File: src/hdl/crcd_pkg.sv
`default_nettype none

package crcd_pkg;

	localparam logic [15:0] CRC_INIT   = 16'hFFFF;
	localparam logic [15:0] CRC_POLY   = 16'h1021;
	localparam logic [7:0]  MARKER_RST = 8'hD8;

	typedef enum logic [2:0] {
		PH_WAIT  = 3'd0,
		PH_QUERY = 3'd1,
		PH_LEN_L = 3'd2,
		PH_LEN_H = 3'd3,
		PH_DATA  = 3'd4,
		PH_CRC_L = 3'd5,
		PH_CRC_H = 3'd6
	} phase_t;

	typedef enum logic [1:0] {
		EV_NONE    = 2'd0,
		EV_PAYLOAD = 2'd1,
		EV_GOOD    = 2'd2,
		EV_BAD     = 2'd3
	} event_t;

	typedef struct packed {
		logic [15:0] frame_length;
		logic [7:0]  frame_query;
		logic [15:0] payload_index;
		logic [7:0]  payload_byte;
		event_t      event_kind;
	} result_t;

	// CRC-16, MSB first, one byte folded in
	function automatic logic [15:0] crc_fold(input logic [15:0] c, input logic [7:0] b);
		logic [15:0] r;
		r = c ^ {b, 8'h00};
		for (int k = 0; k < 8; k++) begin
			if (r[15]) begin
				r = {r[14:0], 1'b0} ^ CRC_POLY;
			end else begin
				r = {r[14:0], 1'b0};
			end
		end
		return r;
	endfunction

endpackage

`default_nettype wire

File: src/hdl/crcd_in_stage.sv
`default_nettype none

module crcd_in_stage (
	input  wire logic       clk,
	input  wire logic       arst_n,
	input  wire logic       s_tvalid,
	output logic            s_tready,
	input  wire logic [7:0] s_tdata,
	input  wire logic       take,
	output logic            valid_s1,
	output logic [7:0]      byte_s1
);

	assign s_tready = !valid_s1 || take;

	always_ff @(posedge clk or negedge arst_n) begin
		if (!arst_n) begin
			valid_s1 <= 1'b0;
		end else if (s_tready) begin
			valid_s1 <= s_tvalid;
		end
	end

	always_ff @(posedge clk) begin
		if (s_tready && s_tvalid) begin
			byte_s1 <= s_tdata;
		end
	end

endmodule

`default_nettype wire

File: src/hdl/crcd_parser.sv
`default_nettype none

module crcd_parser (
	input  wire logic       clk,
	input  wire logic       arst_n,
	input  wire logic       marker_we,
	input  wire logic [7:0] marker_wdata,
	input  wire logic       step,
	input  wire logic [7:0] rx_byte,
	output crcd_pkg::result_t res
);

	crcd_pkg::phase_t phase_q, phase_d;
	logic [7:0]  marker_q;
	logic [7:0]  query_q, query_d;
	logic [15:0] len_q, len_d;
	logic [15:0] seen_q, seen_d;
	logic [15:0] crc_q, crc_d;
	logic [7:0]  crc_lo_q, crc_lo_d;
	logic [15:0] crc_upd;
	logic [15:0] seen_inc;
	crcd_pkg::event_t kind;

	assign crc_upd  = crcd_pkg::crc_fold(crc_q, rx_byte);
	assign seen_inc = seen_q + 16'd1;

	always_comb begin
		phase_d  = phase_q;
		query_d  = query_q;
		len_d    = len_q;
		seen_d   = seen_q;
		crc_d    = crc_q;
		crc_lo_d = crc_lo_q;
		kind     = crcd_pkg::EV_NONE;
		res.payload_byte  = '0;
		res.payload_index = '0;
		unique case (phase_q)
			crcd_pkg::PH_QUERY: begin
				query_d = rx_byte;
				crc_d   = crc_upd;
				phase_d = crcd_pkg::PH_LEN_L;
			end
			crcd_pkg::PH_LEN_L: begin
				len_d   = {8'h00, rx_byte};
				crc_d   = crc_upd;
				phase_d = crcd_pkg::PH_LEN_H;
			end
			crcd_pkg::PH_LEN_H: begin
				len_d   = {rx_byte, len_q[7:0]};
				crc_d   = crc_upd;
				phase_d = (len_d == 16'd0) ? crcd_pkg::PH_CRC_L : crcd_pkg::PH_DATA;
			end
			crcd_pkg::PH_DATA: begin
				kind              = crcd_pkg::EV_PAYLOAD;
				res.payload_byte  = rx_byte;
				res.payload_index = seen_q;
				crc_d             = crc_upd;
				seen_d            = seen_inc;
				if (seen_inc >= len_q) begin
					phase_d = crcd_pkg::PH_CRC_L;
				end
			end
			crcd_pkg::PH_CRC_L: begin
				crc_lo_d = rx_byte;
				phase_d  = crcd_pkg::PH_CRC_H;
			end
			crcd_pkg::PH_CRC_H: begin
				kind    = ({rx_byte, crc_lo_q} == crc_q) ? crcd_pkg::EV_GOOD : crcd_pkg::EV_BAD;
				phase_d = crcd_pkg::PH_WAIT;
			end
			default: begin
				// waiting for start; also recovers from an unused phase code
				phase_d = crcd_pkg::PH_WAIT;
				if (rx_byte == marker_q) begin
					query_d = '0;
					len_d   = '0;
					seen_d  = '0;
					crc_d   = crcd_pkg::crc_fold(crcd_pkg::CRC_INIT, rx_byte);
					phase_d = crcd_pkg::PH_QUERY;
				end
			end
		endcase
		res.event_kind   = kind;
		res.frame_query  = query_d;
		res.frame_length = len_d;
	end

	always_ff @(posedge clk or negedge arst_n) begin
		if (!arst_n) begin
			marker_q <= crcd_pkg::MARKER_RST;
		end else if (marker_we) begin
			marker_q <= marker_wdata;
		end
	end

	always_ff @(posedge clk or negedge arst_n) begin
		if (!arst_n) begin
			phase_q  <= crcd_pkg::PH_WAIT;
			query_q  <= '0;
			len_q    <= '0;
			seen_q   <= '0;
			crc_q    <= crcd_pkg::CRC_INIT;
			crc_lo_q <= '0;
		end else if (step) begin
			phase_q  <= phase_d;
			query_q  <= query_d;
			len_q    <= len_d;
			seen_q   <= seen_d;
			crc_q    <= crc_d;
			crc_lo_q <= crc_lo_d;
		end
	end

endmodule

`default_nettype wire

File: src/hdl/crcd_out_stage.sv
`default_nettype none

module crcd_out_stage (
	input  wire logic        clk,
	input  wire logic        arst_n,
	input  wire logic        load,
	input  wire crcd_pkg::result_t res,
	output logic             free,
	output logic             m_tvalid,
	input  wire logic        m_tready,
	output logic [47:0]      m_tdata,
	output logic [1:0]       m_tuser
);

	crcd_pkg::result_t res_q;

	assign free     = !m_tvalid || m_tready;
	assign m_tdata  = {res_q.frame_length, res_q.frame_query,
	                   res_q.payload_index, res_q.payload_byte};
	assign m_tuser  = res_q.event_kind;

	always_ff @(posedge clk or negedge arst_n) begin
		if (!arst_n) begin
			m_tvalid <= 1'b0;
		end else if (load) begin
			m_tvalid <= 1'b1;
		end else if (m_tready) begin
			m_tvalid <= 1'b0;
		end
	end

	always_ff @(posedge clk) begin
		if (load) begin
			res_q <= res;
		end
	end

endmodule

`default_nettype wire

File: src/hdl/crc_checked_packet_deframer.sv
// Channel   Dir  Handshake                       Contents
// s_axis    in   s_axis_tvalid / s_axis_tready   rx_byte
// m_axis    out  m_axis_tvalid / m_axis_tready   event_kind, payload fields, frame info
// cfg       in   start_marker_we                 start_marker
//
// One result per received byte. A byte passes the input register, then is parsed
// and CRC-folded into the result register; one byte per cycle sustained while
// the output is not stalled, set by the single-byte unrolled CRC-16 update.
// Reset clears the phase to waiting for start, CRC to 0xFFFF, marker to 0xD8.
// A stalled output holds the result; the input register keeps taking bytes
// until both stages are full.
`default_nettype none

module crc_checked_packet_deframer (
	input  wire logic        clk,
	input  wire logic        arst_n,
	input  wire logic        start_marker_we,
	input  wire logic [7:0]  start_marker_wdata,
	input  wire logic        s_axis_tvalid,
	output logic             s_axis_tready,
	input  wire logic [7:0]  s_axis_tdata,  // [7:0] rx_byte
	output logic             m_axis_tvalid,
	input  wire logic        m_axis_tready,
	// [7:0] payload_byte, [23:8] payload_index, [31:24] frame_query,
	// [47:32] frame_length
	output logic [47:0]      m_axis_tdata,
	output logic [1:0]       m_axis_tuser   // [1:0] event_kind
);

	logic              valid_s1;
	logic [7:0]        byte_s1;
	logic              out_free;
	logic              adv;
	crcd_pkg::result_t res;

	// a byte moves out of the input register when the result register can take it
	assign adv = valid_s1 && out_free;

	crcd_in_stage u_in (
		.clk      (clk),
		.arst_n   (arst_n),
		.s_tvalid (s_axis_tvalid),
		.s_tready (s_axis_tready),
		.s_tdata  (s_axis_tdata),
		.take     (adv),
		.valid_s1 (valid_s1),
		.byte_s1  (byte_s1)
	);

	// frame state, running CRC and start marker register
	crcd_parser u_parse (
		.clk          (clk),
		.arst_n       (arst_n),
		.marker_we    (start_marker_we),
		.marker_wdata (start_marker_wdata),
		.step         (adv),
		.rx_byte      (byte_s1),
		.res          (res)
	);

	crcd_out_stage u_out (
		.clk      (clk),
		.arst_n   (arst_n),
		.load     (adv),
		.res      (res),
		.free     (out_free),
		.m_tvalid (m_axis_tvalid),
		.m_tready (m_axis_tready),
		.m_tdata  (m_axis_tdata),
		.m_tuser  (m_axis_tuser)
	);

	// a payload index always lies inside the declared length
	a_idx_in_len: assert property (@(posedge clk) disable iff (!arst_n)
		m_axis_tvalid && (m_axis_tuser == crcd_pkg::EV_PAYLOAD)
		|-> (m_axis_tdata[23:8] < m_axis_tdata[47:32]))
		else $error("payload index beyond frame length");

	// non-payload results carry zero payload fields
	a_zero_payload: assert property (@(posedge clk) disable iff (!arst_n)
		m_axis_tvalid && (m_axis_tuser != crcd_pkg::EV_PAYLOAD)
		|-> (m_axis_tdata[23:0] == 24'd0))
		else $error("stray payload fields");

	// an empty input register never holds off the source
	a_ready_empty: assert property (@(posedge clk) disable iff (!arst_n)
		!valid_s1 |-> s_axis_tready)
		else $error("input stalled while empty");

	// a byte in the input register moves on whenever the output is free
	a_adv: assert property (@(posedge clk) disable iff (!arst_n)
		valid_s1 && (!m_axis_tvalid || m_axis_tready) |=> m_axis_tvalid)
		else $error("result not loaded");

endmodule

`default_nettype wire
File: config.mk
export PLATFORM = sky130hd
export DESIGN_NAME = crc_checked_packet_deframer
export DESIGN_NICKNAME = d
export VERILOG_FILES = /design/src/hdl/crcd_pkg.sv /design/src/hdl/crcd_in_stage.sv /design/src/hdl/crcd_parser.sv /design/src/hdl/crcd_out_stage.sv /design/src/hdl/crc_checked_packet_deframer.sv
export SDC_FILE = /design/constraint.sdc
export NUM_CORES = 1
export LEC_CHECK = 0
export ABC_AREA = 0
export BUFFER_PORTS_ARGS = -buffer_cell sky130_fd_sc_hd__buf_2
export CAP_MARGIN = 40
export CORE_UTILIZATION = 49
export DETAILED_ROUTE_END_ITERATION = 7
export GPL_TIMING_DRIVEN = 0
export PLACE_DENSITY_LB_ADDON = 0.3
export RECOVER_POWER = 50
export SLEW_MARGIN = 20
export SYNTH_ARGS = -nofsm -noshare
export SYNTH_HDL_FRONTEND = slang
export SYNTH_SLANG_ARGS = --single-unit
File: constraint.sdc
create_clock -name clk -period 2.85 [get_ports clk]
set_input_delay 0.285 -clock clk [delete_from_list [all_inputs] [get_ports clk]]
set_output_delay 0.285 -clock clk [all_outputs]
set_load 0.03 [all_outputs]
==> results.py <==
metrics = {
    "die": {
        "io_pins": 73,
        "core_area_mm2": 0.01345,
        "dieArea_mm2": 0.01447,
        "die_w_um": 120.3,
        "initial_core_util_pct": 50.96,
        "die_y_um": 120.3,
        "rows": 42,
    },
    "clock_tree": {
        "cts_tree": "done",
        "insertion_delay_ns": 0.43,
        "clk_pin_slew_ns": 0.06,
        "cts_buffers": 17,
        "htree_levels": 4,
        "clockBufferDepth": 2,
        "cts_sinks": 135,
        "cts_root_buffer": "clkbuf_16",
    },
    "yosys": {
        "synth-seq-area-share_pct": 53.88,
        "synth_edf_count": 58,
        "synth_fa_ha_area_share_pct": 3.103,
        "syn_avg_cell_area_um2": 11.56,
        "synthesis.area_mm2": 0.006855,
        "yosys.area_share.simple_pct": 11.81,
        "synth_xor_xnor_area_share_pct": 9.929,
        "synth_top_family_by_area": "compound AO/OA/AOI/OAI gates",
        "ys_ff_latch": 135,
        "synth_compound_area_share_pct": 13.56,
        "syn_nets": 631,
        "postSynthCellCount": 593,
        "yosysWarnings": 0,
        "ys.flop_type": "edfxtp_1",
        "ys_types": 56,
        "ys_async_sr_fraction_pct": 57.04,
        "synthMuxAreaShare_pct": 4.088,
    },
    "finish": {
        "final_common_cell": "clkbuf_1",
        "insertedDiodeCount": 0,
        "drive_gt1_share_pct": 21.94,
        "nets": 745,
        "syn_to_final_growth_pct": 22.41,
        "n_fill_cell": 1093,
        "layout_common_cells": "clkbuf_1, edfxtp_1, a22o_1, dfrtp_1, xor2_1",
    },
    "setup_path": {
        "path_depth": 11,
        "startpoint_type": "register",
        "cp.arrival_ns": 3.28,
        "reg2reg_from": "u_parse.seen_q[1]",
        "startpoint": "u_parse.seen_q[1]",
        "r2r_end": "u_parse.phase_q[0]",
        "r2r_slack_ns": -0.11,
        "endpoint": "u_parse.phase_q[0]",
        "critical_path_required_ns": 3.17,
        "crit_path_end_kind": "register",
        "critPathBufInv": 0,
        "reg2reg_depth": 11,
        "critical_path.max_fanout": 4,
        "path_common_cell": "and4_4",
        "slowest_stage": "or4b_4",
        "criticalPathCategory": "reg2reg",
        "critPathTopFamily": "simple AND/OR/NAND/NOR gates",
        "crit_chain": "and4_4 > and4_4 > and3_4 > xor2_2 > ha_1 > nand2_2 > nor4_4 > or4b_4 > a31oi_4 > a21oi_2 > a21o_1",
        "worst_path_largest_cell_delay_ns": 0.51,
    },
    "sta": {
        "fin_crit_sh_pct": 103.8,
        "finClkSkew_ns": 0.01455,
        "finalSetupViolCount": 2,
        "worst_slack_ns": -0.1081,
        "rsz0062_at_grt": "true",
        "period_minus_slack_ns": 2.958,
        "fin_setup_tns_ns": -0.1817,
        "slew_headroom_pct": 31.07,
        "tightest_slew_ns": 1.034,
        "worst_hold_slack_ns": 0.03012,
        "slew_violations": 0,
        "finalHoldViolCount": 0,
        "fmax_mhz": 338.1,
    },
    "power": {
        "p_leak_nw": 3.592,
        "pwr-share-seq_pct": 34.2,
        "ir_drop_uv": 463.8,
        "p_int_mw": 5.924,
        "powerDensity_mw_per_mm2": 1083,
        "comb_power_share_pct": 37.0,
        "p_clk_share_pct": 28.8,
        "p_switching_mw": 3.165,
        "swShare_pct": 34.83,
    },
    "global_route": {
        "grt_pass1_wl_um": 26240,
        "grt_usage_pct": 23.85,
        "grt_pass1_vias": 5051,
        "grt_overflow_total": 0,
        "grt_max_degree": 60,
        "antenna_found_initial": 0,
    },
    "run_status": {
        "status": "finished with violations",
        "violations": "setup timing",
    },
    "drt": {
        "vias": 5192,
        "firstDrtPassIters": 7,
        "ant_nets": 0,
        "wl_per_cell_um": 18.08,
        "avgViaCountPerCell": 5.795,
        "drc": 0,
        "drt_iter0_markers": 409,
        "wirelength_um": 16200,
    },
    "place": {
        "detailed_place_hpwl_um": 10710,
        "io_buffers": 71,
        "place.gp.congestion": 0.9006,
    },
    "hold_path": {
        "hold_class": "in2reg",
    },
    "run": {
        "maxCapViolCount": 0,
    },
}
-- worst reg2reg max path, delay by kind of cell (launching register included) --
kind                     cells  cell delay [ns]
AO/OA/AOI/OAI                3             0.44
XOR/XNOR                     1             0.07
adder cells (fa/ha/maj)      1             0.31
AND/OR/NAND/NOR              6             1.61
flip-flops                   1             0.41
-- flip-flops by register name, indices dropped and copies added, names as in the netlist --
name / cells
u_parse.len_q: 16
u_parse.crc_q: 16
u_parse.marker_q: 8
u_parse.phase_q: 3
u_out.m_tuser: 2
u_out.m_tdata: 48
u_parse.crc_lo_q: 8
u_parse.query_q: 8
u_in.byte_s1: 8
u_parse.seen_q: 16
u_out.m_tvalid: 1
u_in.valid_s1: 1
-- synthesized netlist by cell type, types with 2 or more instances --
cell | number | area (µm²)
xnor2_1 | 35 | 306.5
and3_1 | 33 | 206.5
o21ai_0 | 15 | 75.07
o31ai_1 | 3 | 22.52
o21ai_1 | 5 | 25.02
nand4_1 | 9 | 56.30
ha_1 | 17 | 212.7
mux2_2 | 19 | 214.0
nor3_1 | 7 | 35.03
a21o_1 | 3 | 22.52
nand3_1 | 9 | 45.04
xnor2_2 | 2 | 32.53
a31oi_1 | 3 | 18.77
a2111oi_0 | 2 | 17.52
clkbuf_1 | 20 | 75.07
nor2_1 | 31 | 116.4
edfxtp_1 | 58 | 1742
a22o_1 | 55 | 481.7
inv_1 | 20 | 75.07
a21oi_1 | 21 | 105.1
nor4_1 | 10 | 62.56
buf_2 | 16 | 80.08
xor2_1 | 39 | 341.6
o21a_1 | 2 | 15.01
dfrtp_1 | 57 | 1426
buf_1 | 2 | 7.510
dfstp_2 | 20 | 525.5
mux2_1 | 5 | 56.30
a22oi_2 | 2 | 25.02
nand2_1 | 35 | 131.4
nand2b_1 | 10 | 62.56
and4_1 | 4 | 35.03
-- per-layer routing --
metal / GRT usage [%] / wire length (µm) / vias up
met3: 5.472 / 1011 / 21
met2: 38.07 / 7512 / 190
met5: 0 / 0 / -
li1: - / - / 2391
met4: 7.870 / 239 / 0
met1: 32.20 / 7439 / 2590
-- repair_timing --
| item | CTS | global route |
|---|---|---|
| endpoints found under the hold margin | 28 | 0 |
| hold buffers | 1 | 0 |
| gates resized for setup | 13 | 6 |
| endpoints found under the setup margin | 2 | 20 |
| buffers inserted | 17 | 5 |
| pin swaps | 11 | 3 |
-- power groups by stage --
| stage | registers (mW) | logic [mW] | clock network (mW) |
|---|---|---|---|
| 6_report | 3.11 | 3.36 | 2.62 |
| 5_1_grt | 3.16 | 3.64 | 2.73 |
| 4_1_cts | 3.10 | 3.34 | 2.65 |
| 3_5_place_dp | 3.14 | 3.17 | 0 |
| 3_3_place_gp | 3.12 | 3.10 | 0 |
| 2_1_floorplan | 3.33 | 2.20 | 0 |
-- through the flow --
step | power [mW] | worst slack [ns] | std cells | util [%] | area (µm²)
finish | 9.089 | -0.1081 | 896 | 62.38 | 8392
global route | 9.536 | -0.1742 | 896 | 62.38 | 8392
CTS | 9.085 | -0.05123 | 890 | 62.55 | 8414
detailed placement | 6.312 | -0.3210 | 842 | 56.00 | 7533
global placement | 6.211 | -0.2800 | 840 | 55.78 | 7503
floorplan | 5.524 | 0.01845 | 593 | - | 6928
-- area by class of cell --
type                    instances  area [µm²]  area share [%]
flip-flops and latches        135        3701           44.10
multi-input cells             398        3033           36.14
inverters                      21       78.83          0.9393
clock buffers                  18       429.2           5.114
well taps                     176       220.2           2.624
repair buffers                 97       480.5           5.725
plain buffers                  37       171.4           2.043
clock inverters                14       277.8           3.310
-- how the worst min path moves through the flow --
| stage | from | endpoint | slack [ns] | depth (start not counted) |
|---|---|---|---|---|
| finish | s_axis_tdata[2] | u_in.byte_s1[2] | 0.03 | 1 |
| global route | s_axis_tdata[6] | u_in.byte_s1[6] | 0.02 | 1 |
| CTS | s_axis_tdata[5] | u_in.byte_s1[5] | 0.02 | 1 |
| detailed placement | arst_n | u_parse.marker_q[2] | 0.32 | 1 |
| global placement | s_axis_tdata[7] | u_in.byte_s1[7] | 0.46 | 1 |
| floorplan | arst_n | u_in.valid_s1 | -0.01 | 0 |
-- logic make-up after synthesis --
family	Yosys count
compound gates	124
xor+xnor	76
fa+ha+maj	17
buf+inv	60
flops	135
mux	25
simple gates	156
Note: power is estimated with default switching activity, not from simulation.
